### src/design/lmce_pkg.sv
package lmce_pkg;

    localparam int COL_W       = 7;
    localparam int CHAR_W      = 7;
    localparam int QUEUE_DEPTH = 4;
    localparam int QPTR_W      = 2;
    localparam int QCNT_W      = 3;
    localparam int IDX_W       = 3;

    localparam logic [CHAR_W-1:0] CH_BS        = 7'h08;
    localparam logic [CHAR_W-1:0] CH_TAB       = 7'h09;
    localparam logic [CHAR_W-1:0] CH_NL        = 7'h0A;
    localparam logic [CHAR_W-1:0] CH_SPACE     = 7'h20;
    localparam logic [CHAR_W-1:0] CH_DASH      = 7'h2D;
    localparam logic [CHAR_W-1:0] CH_ZERO      = 7'h30;
    localparam logic [CHAR_W-1:0] CH_LT        = 7'h3C;
    localparam logic [CHAR_W-1:0] CH_GT        = 7'h3E;
    localparam logic [CHAR_W-1:0] CH_BACKSLASH = 7'h5C;
    localparam logic [CHAR_W-1:0] CH_DEL       = 7'h7F;

    typedef enum logic [1:0] {
        KIND_PLAIN = 2'd0,
        KIND_ARROW = 2'd1,
        KIND_OCTAL = 2'd2
    } kind_t;

    typedef struct packed {
        logic              wrap;
        kind_t             kind;
        logic [CHAR_W-1:0] chr;
    } entry_t;

endpackage

### src/design/lmce_front.sv
module lmce_front
    import lmce_pkg::*;
#(
    parameter int WRAP_COLUMN = 72
)
(
    input  logic              clk,
    input  logic              rst_n,
    input  logic              cfg_valid,
    output logic              cfg_ready,
    input  logic              cfg_data,
    input  logic              in_valid,
    output logic              in_ready,
    input  logic [CHAR_W-1:0] in_char,
    input  logic              in_line_start,
    input  logic              q_full,
    output logic              push,
    output entry_t            push_entry
);

    logic              list_mode_reg;
    logic [COL_W-1:0]  column_reg;
    logic [COL_W-1:0]  column_next;
    logic [COL_W-1:0]  col_base;
    logic [COL_W-1:0]  col_inc;
    logic              wrap;
    logic              is_arrow;
    logic              is_octal;

    assign cfg_ready = 1'b1;
    assign in_ready  = !q_full;
    assign push      = in_valid && in_ready;

    always_comb
    begin
        col_base = in_line_start ? '0 : column_reg;
        col_inc  = col_base + COL_W'(1);
        wrap     = list_mode_reg && (col_inc >= COL_W'(WRAP_COLUMN));
        is_arrow = (in_char == CH_TAB) || (in_char == CH_BS);
        is_octal = !is_arrow && (((in_char < CH_SPACE) && (in_char != CH_NL))
                   || (in_char == CH_DEL));

        column_next = col_base;
        if (list_mode_reg)
        begin
            column_next = wrap ? '0 : col_inc;
            if (is_octal)
                column_next = column_next + COL_W'(3);
        end

        push_entry.wrap = wrap;
        push_entry.chr  = in_char;
        if (!list_mode_reg)
            push_entry.kind = KIND_PLAIN;
        else if (is_arrow)
            push_entry.kind = KIND_ARROW;
        else if (is_octal)
            push_entry.kind = KIND_OCTAL;
        else
            push_entry.kind = KIND_PLAIN;
    end

    always_ff @(posedge clk or negedge rst_n)
    begin
        if (!rst_n)
        begin
            list_mode_reg <= 1'b0;
            column_reg    <= '0;
        end
        else
        begin
            if (cfg_valid && cfg_ready)
                list_mode_reg <= cfg_data;
            if (push)
                column_reg <= column_next;
        end
    end

endmodule

### src/design/lmce_queue.sv
module lmce_queue
    import lmce_pkg::*;
(
    input  logic   clk,
    input  logic   rst_n,
    input  logic   push,
    input  entry_t push_entry,
    output logic   full,
    input  logic   pop,
    output logic   head_valid,
    output entry_t head_entry
);

    entry_t              mem_reg [QUEUE_DEPTH];
    logic [QPTR_W-1:0]   wr_ptr_reg;
    logic [QPTR_W-1:0]   rd_ptr_reg;
    logic [QCNT_W-1:0]   count_reg;
    logic [QCNT_W-1:0]   count_next;

    assign full       = (count_reg == QCNT_W'(QUEUE_DEPTH));
    assign head_valid = (count_reg != '0);
    assign head_entry = mem_reg[rd_ptr_reg];

    always_comb
    begin
        count_next = count_reg;
        if (push && !pop)
            count_next = count_reg + QCNT_W'(1);
        else if (pop && !push)
            count_next = count_reg - QCNT_W'(1);
    end

    always_ff @(posedge clk)
    begin
        if (push)
            mem_reg[wr_ptr_reg] <= push_entry;
    end

    always_ff @(posedge clk or negedge rst_n)
    begin
        if (!rst_n)
        begin
            wr_ptr_reg <= '0;
            rd_ptr_reg <= '0;
            count_reg  <= '0;
        end
        else
        begin
            if (push)
                wr_ptr_reg <= wr_ptr_reg + QPTR_W'(1);
            if (pop)
                rd_ptr_reg <= rd_ptr_reg + QPTR_W'(1);
            count_reg <= count_next;
        end
    end

endmodule

### src/design/lmce_back.sv
module lmce_back
    import lmce_pkg::*;
(
    input  logic              clk,
    input  logic              rst_n,
    input  logic              head_valid,
    input  entry_t            head_entry,
    output logic              pop,
    output logic              out_valid,
    input  logic              out_ready,
    output logic [CHAR_W-1:0] out_byte,
    output logic              out_last
);

    logic [IDX_W-1:0]  idx_reg;
    logic [IDX_W-1:0]  idx_next;
    logic              out_valid_reg;
    logic [CHAR_W-1:0] out_byte_reg;
    logic              out_last_reg;
    logic              load;
    logic [IDX_W-1:0]  pre_len;
    logic [IDX_W-1:0]  body_len;
    logic [IDX_W-1:0]  j;
    logic [CHAR_W-1:0] cur_byte;
    logic              cur_last;

    assign load = head_valid && (!out_valid_reg || out_ready);
    assign pop  = load && cur_last;

    always_comb
    begin
        pre_len = head_entry.wrap ? IDX_W'(2) : '0;
        unique case (head_entry.kind)
            KIND_ARROW: body_len = IDX_W'(3);
            KIND_OCTAL: body_len = IDX_W'(4);
            default:    body_len = IDX_W'(1);
        endcase
        j        = idx_reg - pre_len;
        cur_last = (idx_reg == pre_len + body_len - IDX_W'(1));

        if (head_entry.wrap && idx_reg == '0)
            cur_byte = CH_BACKSLASH;
        else if (head_entry.wrap && idx_reg == IDX_W'(1))
            cur_byte = CH_NL;
        else
        begin
            unique case (head_entry.kind)
                KIND_ARROW:
                begin
                    if (j == '0)
                        cur_byte = CH_DASH;
                    else if (j == IDX_W'(1))
                        cur_byte = CH_BS;
                    else
                        cur_byte = (head_entry.chr == CH_TAB) ? CH_GT : CH_LT;
                end
                KIND_OCTAL:
                begin
                    if (j == '0)
                        cur_byte = CH_BACKSLASH;
                    else if (j == IDX_W'(1))
                        cur_byte = CH_ZERO + CHAR_W'(head_entry.chr[6]);
                    else if (j == IDX_W'(2))
                        cur_byte = CH_ZERO + CHAR_W'(head_entry.chr[5:3]);
                    else
                        cur_byte = CH_ZERO + CHAR_W'(head_entry.chr[2:0]);
                end
                default: cur_byte = head_entry.chr;
            endcase
        end

        idx_next = idx_reg;
        if (load)
            idx_next = cur_last ? '0 : idx_reg + IDX_W'(1);
    end

    always_ff @(posedge clk or negedge rst_n)
    begin
        if (!rst_n)
        begin
            idx_reg       <= '0;
            out_valid_reg <= 1'b0;
        end
        else
        begin
            idx_reg <= idx_next;
            if (load)
                out_valid_reg <= 1'b1;
            else if (out_ready)
                out_valid_reg <= 1'b0;
        end
    end

    always_ff @(posedge clk)
    begin
        if (load)
        begin
            out_byte_reg <= cur_byte;
            out_last_reg <= cur_last;
        end
    end

    assign out_valid = out_valid_reg;
    assign out_byte  = out_byte_reg;
    assign out_last  = out_last_reg;

    a_idx_bound: assert property (@(posedge clk) disable iff (!rst_n)
        idx_reg < IDX_W'(6))
        else $error("byte index out of range");

    a_idx_needs_head: assert property (@(posedge clk) disable iff (!rst_n)
        (idx_reg != '0) |-> head_valid)
        else $error("escape in progress without a queued entry");

    a_pop_last: assert property (@(posedge clk) disable iff (!rst_n)
        pop |=> (out_valid_reg && out_last_reg))
        else $error("entry retired without a final byte");

endmodule

### src/design/list_mode_char_escaper.sv
// List-mode character escaper.
// Input stream: s_axis_tdata carries one 7-bit character, s_axis_tuser the
// line-start flag that clears the column count first.
// Output stream: m_axis_tdata carries one byte of the listed form, m_axis_tlast
// marks the final byte for that character (1 to 6 bytes per character).
// Config channel: cfg_data is the list-mode bit, written when cfg_valid is
// high (cfg_ready is always high); write only while the block is idle.
// Front end classifies the character and updates the column on acceptance,
// a 4-entry queue holds classified characters, the back end sequences the
// bytes into an output register at one byte per cycle while not stalled.
// An accepted character is written into the queue, and then its first byte
// is loaded into the output register. Throughput: one output byte per cycle
// while the receiver is ready, so one character per cycle for plain text.
// Reset clears list mode, the column and the queue.
// A stalled receiver holds the output register; the queue keeps accepting
// until full, then s_axis_tready drops.
module list_mode_char_escaper
    import lmce_pkg::*;
#(
    parameter int WRAP_COLUMN = 72
)
(
    input  logic       clk,
    input  logic       rst_n,
    input  logic       cfg_valid,
    output logic       cfg_ready,
    input  logic       cfg_data,        // [0] list_mode
    input  logic       s_axis_tvalid,
    output logic       s_axis_tready,
    input  logic [7:0] s_axis_tdata,    // [6:0] character, [7] zero
    input  logic       s_axis_tuser,    // [0] line_start
    output logic       m_axis_tvalid,
    input  logic       m_axis_tready,
    output logic [7:0] m_axis_tdata,    // [6:0] out_byte, [7] zero
    output logic       m_axis_tlast
);

    logic              q_full;
    logic              push;
    entry_t            push_entry;
    logic              pop;
    logic              head_valid;
    entry_t            head_entry;
    logic [CHAR_W-1:0] out_byte;

    lmce_front #(
        .WRAP_COLUMN (WRAP_COLUMN)
    ) u_front (
        .clk           (clk),
        .rst_n         (rst_n),
        .cfg_valid     (cfg_valid),
        .cfg_ready     (cfg_ready),
        .cfg_data      (cfg_data),
        .in_valid      (s_axis_tvalid),
        .in_ready      (s_axis_tready),
        .in_char       (s_axis_tdata[CHAR_W-1:0]),
        .in_line_start (s_axis_tuser),
        .q_full        (q_full),
        .push          (push),
        .push_entry    (push_entry)
    );

    lmce_queue u_queue (
        .clk        (clk),
        .rst_n      (rst_n),
        .push       (push),
        .push_entry (push_entry),
        .full       (q_full),
        .pop        (pop),
        .head_valid (head_valid),
        .head_entry (head_entry)
    );

    lmce_back u_back (
        .clk        (clk),
        .rst_n      (rst_n),
        .head_valid (head_valid),
        .head_entry (head_entry),
        .pop        (pop),
        .out_valid  (m_axis_tvalid),
        .out_ready  (m_axis_tready),
        .out_byte   (out_byte),
        .out_last   (m_axis_tlast)
    );

    assign m_axis_tdata = {1'b0, out_byte};

endmodule

### config.mk
export PLATFORM = sky130hd
export DESIGN_NAME = list_mode_char_escaper
export DESIGN_NICKNAME = d
export VERILOG_FILES = /design/src/design/lmce_pkg.sv /design/src/design/lmce_front.sv /design/src/design/lmce_queue.sv /design/src/design/lmce_back.sv /design/src/design/list_mode_char_escaper.sv
export SDC_FILE = /design/constraint.sdc
export NUM_CORES = 1
export LEC_CHECK = 0
export ABC_AREA = 1
export BUFFER_PORTS_ARGS = -buffer_cell sky130_fd_sc_hd__buf_2
export CORE_ASPECT_RATIO = 1.1
export CORE_MARGIN = 3
export CORE_UTILIZATION = 40
export CTS_BUF_LIST = sky130_fd_sc_hd__clkbuf_8
export DETAILED_ROUTE_END_ITERATION = 8
export MAX_ROUTING_LAYER = met4
export REMOVE_ABC_BUFFERS = 1
export SYNTH_ARGS = -nofsm -noshare
export SYNTH_HDL_FRONTEND = slang
export SYNTH_SLANG_ARGS = --single-unit
### constraint.sdc
create_clock -name clk -period 5.8 [get_ports clk]
set_clock_uncertainty 0.15 [all_clocks]
set_input_delay 0.58 -clock clk [delete_from_list [all_inputs] [get_ports clk]]
set_output_delay 0.58 -clock clk [all_outputs]
set_load 0.05 [all_outputs]
# Word level (Yosys, flattened, before mapping)
# Memory sizes are Yosys's and may differ from the RTL's.
# Index checks and enable logic that the tools add are counted.
[op_classes]
addsub = 13
n_lt_le_gt_ge = 2
n_eq_ne = 12
muxes = 24
reduce_logical = 24
[ops]
columns = ["op", "n"]
rows = [
  ["7-bit two-way mux", 10],
  ["7-bit by 4-bit equality test with 1-bit output (second input constant)", 3],
  ["6-bit by 3-bit adder with 7-bit output (first input constant)", 2],
  ["7-bit case mux with 2 select lines", 1],
  ["1-bit logical AND", 10],
  ["2-bit two-way mux", 5],
  ["3-bit two-way mux", 3],
  ["6-bit by 1-bit adder with 7-bit output (first input constant)", 1],
  ["7-bit by 1-bit adder with 7-bit output (second input constant)", 1],
  ["7-bit by 2-bit adder with 7-bit output (second input constant)", 1],
  ["7-bit equality test (second input constant)", 1],
  ["7-bit >= comparator (second input constant)", 1],
  ["7-bit by 6-bit less-than comparator with 1-bit output (second input constant)", 1],
  ["7-bit by 4-bit inequality test with 1-bit output (second input constant)", 1],
  ["3-bit by 1-bit adder with 3-bit output (second input constant)", 2],
  ["3-bit by 1-bit equality test with 1-bit output (second input constant)", 2],
  ["3-bit logical NOT", 2],
  ["3-bit case mux with 2 select lines", 1],
  ["3-bit by 1-bit subtractor with 3-bit output (second input constant)", 2],
  ["1-bit logical NOT", 5],
  ["2-bit by 1-bit adder with 2-bit output (second input constant)", 2],
  ["1-bit two-way mux", 4],
  ["2-bit nonzero test", 2],
  ["3-bit adder", 1],
  ["other kinds (9)", 11],
]
[totals]
register_bits = 27
ramBits = 40
wordCells = 86
n_memories = 1
[mem_list]
columns = ["memory", "words", "width", "read_ports", "rd_clocked_by_memory_dff", "wr", "line", "source"]
rows = [
  ["u_queue.mem_reg", 4, 10, 1, 0, 1, "lmce_queue.sv:14", "entry_t mem_reg [QUEUE_DEPTH];"],
]

# Logic depth before layout (Yosys ltp)
# An unclocked memory read counts as a cell.
[logic_depth]
depth_word = 10
mapped_depth = 22
ltp_nobuf = 22

# Cells and area by module
# A second synthesis with hierarchy kept.
[hier_totals]
hier_cells = 432
hier_area_um2 = 3897.5
[by_module_without_submodules]
columns = ["mod", "instances", "cells_per_inst", "area_per_inst_um2", "seq_area_each_um2"]
rows = [
  ["lmce_queue", 1, 166, 2030.7, 1376.3],
  ["lmce_front", 1, 150, 945.9, 200.2],
  ["lmce_back", 1, 114, 909.6, 340.3],
  ["list_mode_char_escaper", 1, 2, 11.3, 0.0],
]

# Worst setup path after synthesis
# No wires, ideal clock.
[synth_path]
path_type = "flip-flop to flip-flop"
from = "reg u_queue.rd_ptr_reg[0]"
to = "reg u_queue.count_reg[2]"
arrival_time_ps = 3239
setup_slack_ps = 2280
path_stages_with_launch = 22
path_buffers = 1
period_less_slack_ps = 3520
path_cell_list = "dfrtp_1 > inv_1 > clkbuf_1 > nand2_1 > a32oi_1 > inv_1 > ha_1 > inv_1 > ha_1 > inv_1 > ha_1 > xor2_1 > a21oi_1 > nand2_1 > inv_1 > nand2_1 > ha_1 > inv_1 > fa_1 > a21oi_1 > o21ai_0 > xor2_1"
[synth_between]
elab_chain_len = 10
elab_cells_between_ends = 14
classes_between = "add/sub (2); eq/ne (3); mux (3); reduce/logical (5); memory (1)"
[synth_rtl]
columns = ["item", "line", "source"]
rows = [
  ["start, declared", "lmce_queue.sv:16", "logic [QPTR_W-1:0] rd_ptr_reg;"],
  ["start signal, assigned", "lmce_queue.sv:52", "rd_ptr_reg <= rd_ptr_reg + QPTR_W'(1);"],
  ["memory 4 x 10 bit *", "n/a", ""],
  ["2-bit equality test / 2-bit by 1-bit equality test with 1-bit output (equally long branches)", "lmce_back.sv:33", "unique case (head_entry.kind)"],
  ["3-bit case mux with 2 select lines", "lmce_back.sv:33", ""],
  ["3-bit adder *", "lmce_back.sv:39", "cur_last = (idx_reg == pre_len + body_len - IDX_W'(1));"],
  ["3-bit by 1-bit subtractor with 3-bit output *", "lmce_back.sv:39", ""],
  ["3-bit equality test *", "lmce_back.sv:39", ""],
  ["via u_back.cur_last", "lmce_back.sv:25", "logic cur_last;"],
  ["1-bit logical AND *", "lmce_back.sv:28", "assign pop = load && cur_last;"],
  ["1-bit logical NOT", "lmce_queue.sv:27", "if (push && !pop)"],
  ["1-bit logical AND", "lmce_queue.sv:27", ""],
  ["3-bit two-way mux / 2-bit nonzero test (equally long branches)", "n/a", ""],
  ["end signal, assigned", "lmce_queue.sv:53", "count_reg <= count_next;"],
  ["end, declared", "lmce_queue.sv:17", "logic [QCNT_W-1:0] count_reg;"],
]
# The timed path passes the listed nets; every way through them passes the cells marked *.
# A chain may end at the register's enable or synchronous reset.

# Final worst setup path
# Same ends and word-level chain as after synthesis.

==> results.md <==
- The detailed-placement wirelength estimate is 5072 µm.
- The total routing resource utilization after global routing is 15.36%.
- The count of pins over their slew limit is 0.
- The top-level port count is 27.
- Setup repair after global routing left no endpoint under its margin.
- The final-report hold violation count was 0.
- The power density over cell area is between 500 and 600 nW/µm².
- The flow ran to the end, and the final reports show no timing, DRC or antenna violations.
- The sort of element at the end of the critical path is a flop.
- For the worst setup path, the data arrival time is about 4500 ps.
- The mean number of vias per cell is slightly below 5.
- The type of the worst setup path is flop to flop.
- The starting density of the core is about 41%.
- The final weighted congestion of routability-driven global placement is between 0.8 and 0.9.
- The width of the die is 97.45 µm.
- Leaving out fill and tap cells, the most frequent cells in the layout are sky130_fd_sc_hd__nand2_1, sky130_fd_sc_hd__inv_1, sky130_fd_sc_hd__edfxtp_1.
- The count of clock tree sinks is 67.
- The classification of the worst-slack hold path is input pin to async pin.
- Post-CTS repair changed the size of 0 cells.
- The number of nets with antenna violations after detailed routing is 0.
- The number of antenna violations at the first check in global routing came to 0.
- Post-CTS timing repair inserted 0 buffers for setup.
- CTS built an H-tree with a depth of 3.
- The longest clock path from root to sink contains 2 buffers.
- The finished cells cover 4103 µm².
- Adding up every negative setup slack in the final design gives 0 ps.
- Clock-pin slew was measured on the worst setup and hold paths at 70 ps.
- The critical path required time is 5870 ps.
- The number of max-cap violations is 0.
- In this run the cell area of the synthesized design comes to 3680 µm².
- After detailed routing, the total wire length is 7002 µm.
- The share of the yosys chip area belonging to registers is 52.09%.
- Global routing used roughly a fifth of the available met1 tracks.
- The placed standard-cell area is 3882 µm².
- The Yosys step of the flow raised 0 warnings.
- The leading cell type in the layout, fill and taps excluded is sky130_fd_sc_hd__nand2_1.
- From bottom edge to top edge, the die measures about 110 µm.
- TritonCTS built the clock tree.
- For this run, the leading register cell type out of synthesis is sky130_fd_sc_hd__edfxtp_1.
- The number of antenna diodes in the final layout is 0.
- Yosys mapped a number of flops with a built-in enable equal to 48.
- The library cell used as clock root buffer is sky130_fd_sc_hd__clkbuf_8.
- The global routing stage identified its most utilized layer as met2.
- At the end of the flow, the number of nets in the layout was 464.
- The analysis attributes to cell leakage a power of 1.883 nW.
- The peak supply drop is 0.1952 mV.
- From synthesis to final layout, the design area changed by 11.49%.
- The fraction of final layout cells sized beyond drive strength 1 is 12.64%.
- After global routing the overflow that remains totals 0.
- For this run, global-route usage on met2 was measured as 24.73%.
- The flip-flop count of the largest register, all copies and words added is 40.
- The number of port buffers is 23.
- The worst-case headroom to the max-slew limit is 32.48%.
- The number of global-route vias before repair came to about 2,600.
- For the pin with the worst max-slew slack, the measured transition is roughly 1000 ps.
- The share of the cycle needed by the critical path after routing is 76.31%.
- The total number of vias is 2,672.
- The mean post-synth cell area is between 9 and 10 µm².
- The number of iterations in the first detailed-routing pass is 4.
- The met3 layer usage reported by global route is approximately 4.2%.
- STA classifies the critical path startpoint as a flop.
- Entering global routing, the biggest net connects 24 pins.
- The floorplan has 36 rows.
- The area of the die is 10,390 µm².
- The violation count after the first detailed-routing iteration is approximately 160.
- For this design, the CTS-stage hold fixing added 0 buffers.
- After detailed routing, the average wire length per cell comes to 12.75 µm.
- The later-pin clock latency in the skew report is 340 ps.
- Hold timing on the final database bottoms out at a slack of about 27 ps.
- Timing would allow up to 0.2259 GHz.
- The wire length of the first global-routing pass is ~12,000 µm.
- The minimum clock period is 4426 ps.
- The DRC violation count after routing is 0.
- The maximum fanout encountered on the critical timing path is 23.
- The cell count after synthesis is 405.
- The floorplan step defined a core boundary enclosing between 8000 and 9000 µm².
- The number of synthesized register bits is 67.
- The setup-violating endpoint count in the final report is 0.
- Counting the buffers created by CTS gives 9.
- In the synthesized netlist the async set-or-reset flop fraction comes to 28.36%.
- Synthesis instantiated 40 different standard cells from the library.
per-stage QoR:
step	util (%)	worst slack, ps	total power, mW	cells
after floorplan	-	2057	1.749	395
after global placement	43.53	1512	1.992	533
after detailed placement	43.53	1372	2.025	533
after CTS	46.00	1355	2.468	549
after global routing	46.00	914.2	2.681	549
final	46.00	1374	2.438	549
area by class of cell:
class / count / area (µm²)
Fill cell: 897 / 4816
Clock inverter: 7 / 96.34
Clock buffer: 9 / 123.9
Inverter: 59 / 221.5
Multi-Input combinational cell: 269 / 1479
Timing Repair Buffer: 24 / 122.6
Tap cell: 114 / 142.6
Sequential cell: 67 / 1917
routing by layer:
metal	vias up	share of wire [%]
li1	1384	-
met5	-	0
met2	31	49
met3	9	2.9
met1	1248	46
met4	0	1.7
power breakdown:
| part | leakage (nW) | internal, mW | total [mW] | switching, mW |
|---|---|---|---|---|
| Combinational | 1.09 | 0.408 | 1.20 | 0.791 |
| Clock | 0.114 | 0.245 | 0.431 | 0.186 |
| Sequential | 0.675 | 0.706 | 0.808 | 0.102 |
| Total | 1.88 | 1.36 | 2.44 | 1.08 |
path summary, 6_finish.rpt:
check,start,endpoint,slack (ps),cells after the start
setup / recovery,u_queue.rd_ptr_reg[0],u_queue.count_reg[2],1370,20
hold / removal,rst_n,u_back.out_valid,30,1
setup reg to reg,u_queue.rd_ptr_reg[0],u_queue.count_reg[2],1370,20
hold reg to reg,u_front.column_reg[5],u_front.column_reg[5],340,2
max in group asynchronous,rst_n,u_front.list_mode_reg,5160,1
min in group clk,cfg_valid,u_front.list_mode_reg,300,2
critical path: stages (launching register included):
cell                      delay, ps
sky130_fd_sc_hd__dfrtp_1        660
sky130_fd_sc_hd__inv_1          610
sky130_fd_sc_hd__nand2_1        110
sky130_fd_sc_hd__a32oi_1        360
sky130_fd_sc_hd__inv_1          110
sky130_fd_sc_hd__ha_1           190
sky130_fd_sc_hd__inv_1           50
sky130_fd_sc_hd__ha_1           220
sky130_fd_sc_hd__inv_1           60
sky130_fd_sc_hd__ha_1           230
sky130_fd_sc_hd__xor2_1         150
sky130_fd_sc_hd__a21oi_1         50
sky130_fd_sc_hd__nand2_1        110
sky130_fd_sc_hd__inv_1           60
sky130_fd_sc_hd__nand2_1        130
sky130_fd_sc_hd__ha_1           160
sky130_fd_sc_hd__inv_1           60
sky130_fd_sc_hd__fa_1           390
sky130_fd_sc_hd__a21oi_1        150
sky130_fd_sc_hd__o21ai_0        110
sky130_fd_sc_hd__xor2_1         150
cell families (layout without fill, tap and decap cells):
| group | Yosys count | count (layout) | share of synthesized area, % |
|---|---|---|---|
| xor gates and xnor gates | 13 | 13 | 3.094 |
| and+or+nand+nor | 180 | 180 | 21.63 |
| DFF | 67 | 67 | 52.09 |
| other | 2 | 2 | 0.2041 |
| buffers and inverters | 69 | 99 | 7.718 |
| AOI/OAI and AO/OA | 55 | 55 | 8.603 |
| adders and majority gates | 19 | 19 | 6.665 |
synth_stat cells (3+ instances only):
master | instances | area, µm²
sky130_fd_sc_hd__nand2_1 | 105 | 394.1
sky130_fd_sc_hd__inv_1 | 54 | 202.7
sky130_fd_sc_hd__edfxtp_1 | 48 | 1441
sky130_fd_sc_hd__nand3_1 | 29 | 145.1
sky130_fd_sc_hd__nor2_1 | 24 | 90.09
sky130_fd_sc_hd__o21ai_0 | 21 | 105.1
sky130_fd_sc_hd__a21oi_1 | 19 | 95.09
sky130_fd_sc_hd__dfrtp_1 | 19 | 475.5
sky130_fd_sc_hd__ha_1 | 18 | 225.2
sky130_fd_sc_hd__xor2_1 | 8 | 70.07
sky130_fd_sc_hd__nand4_1 | 6 | 37.54
sky130_fd_sc_hd__xnor2_1 | 5 | 43.79
sky130_fd_sc_hd__clkbuf_1 | 4 | 15.01
sky130_fd_sc_hd__clkinv_1 | 3 | 11.26
sky130_fd_sc_hd__nand2_2 | 3 | 18.77
sky130_fd_sc_hd__o22ai_1 | 3 | 18.77
Note: power is estimated with default switching activity, not from simulation.
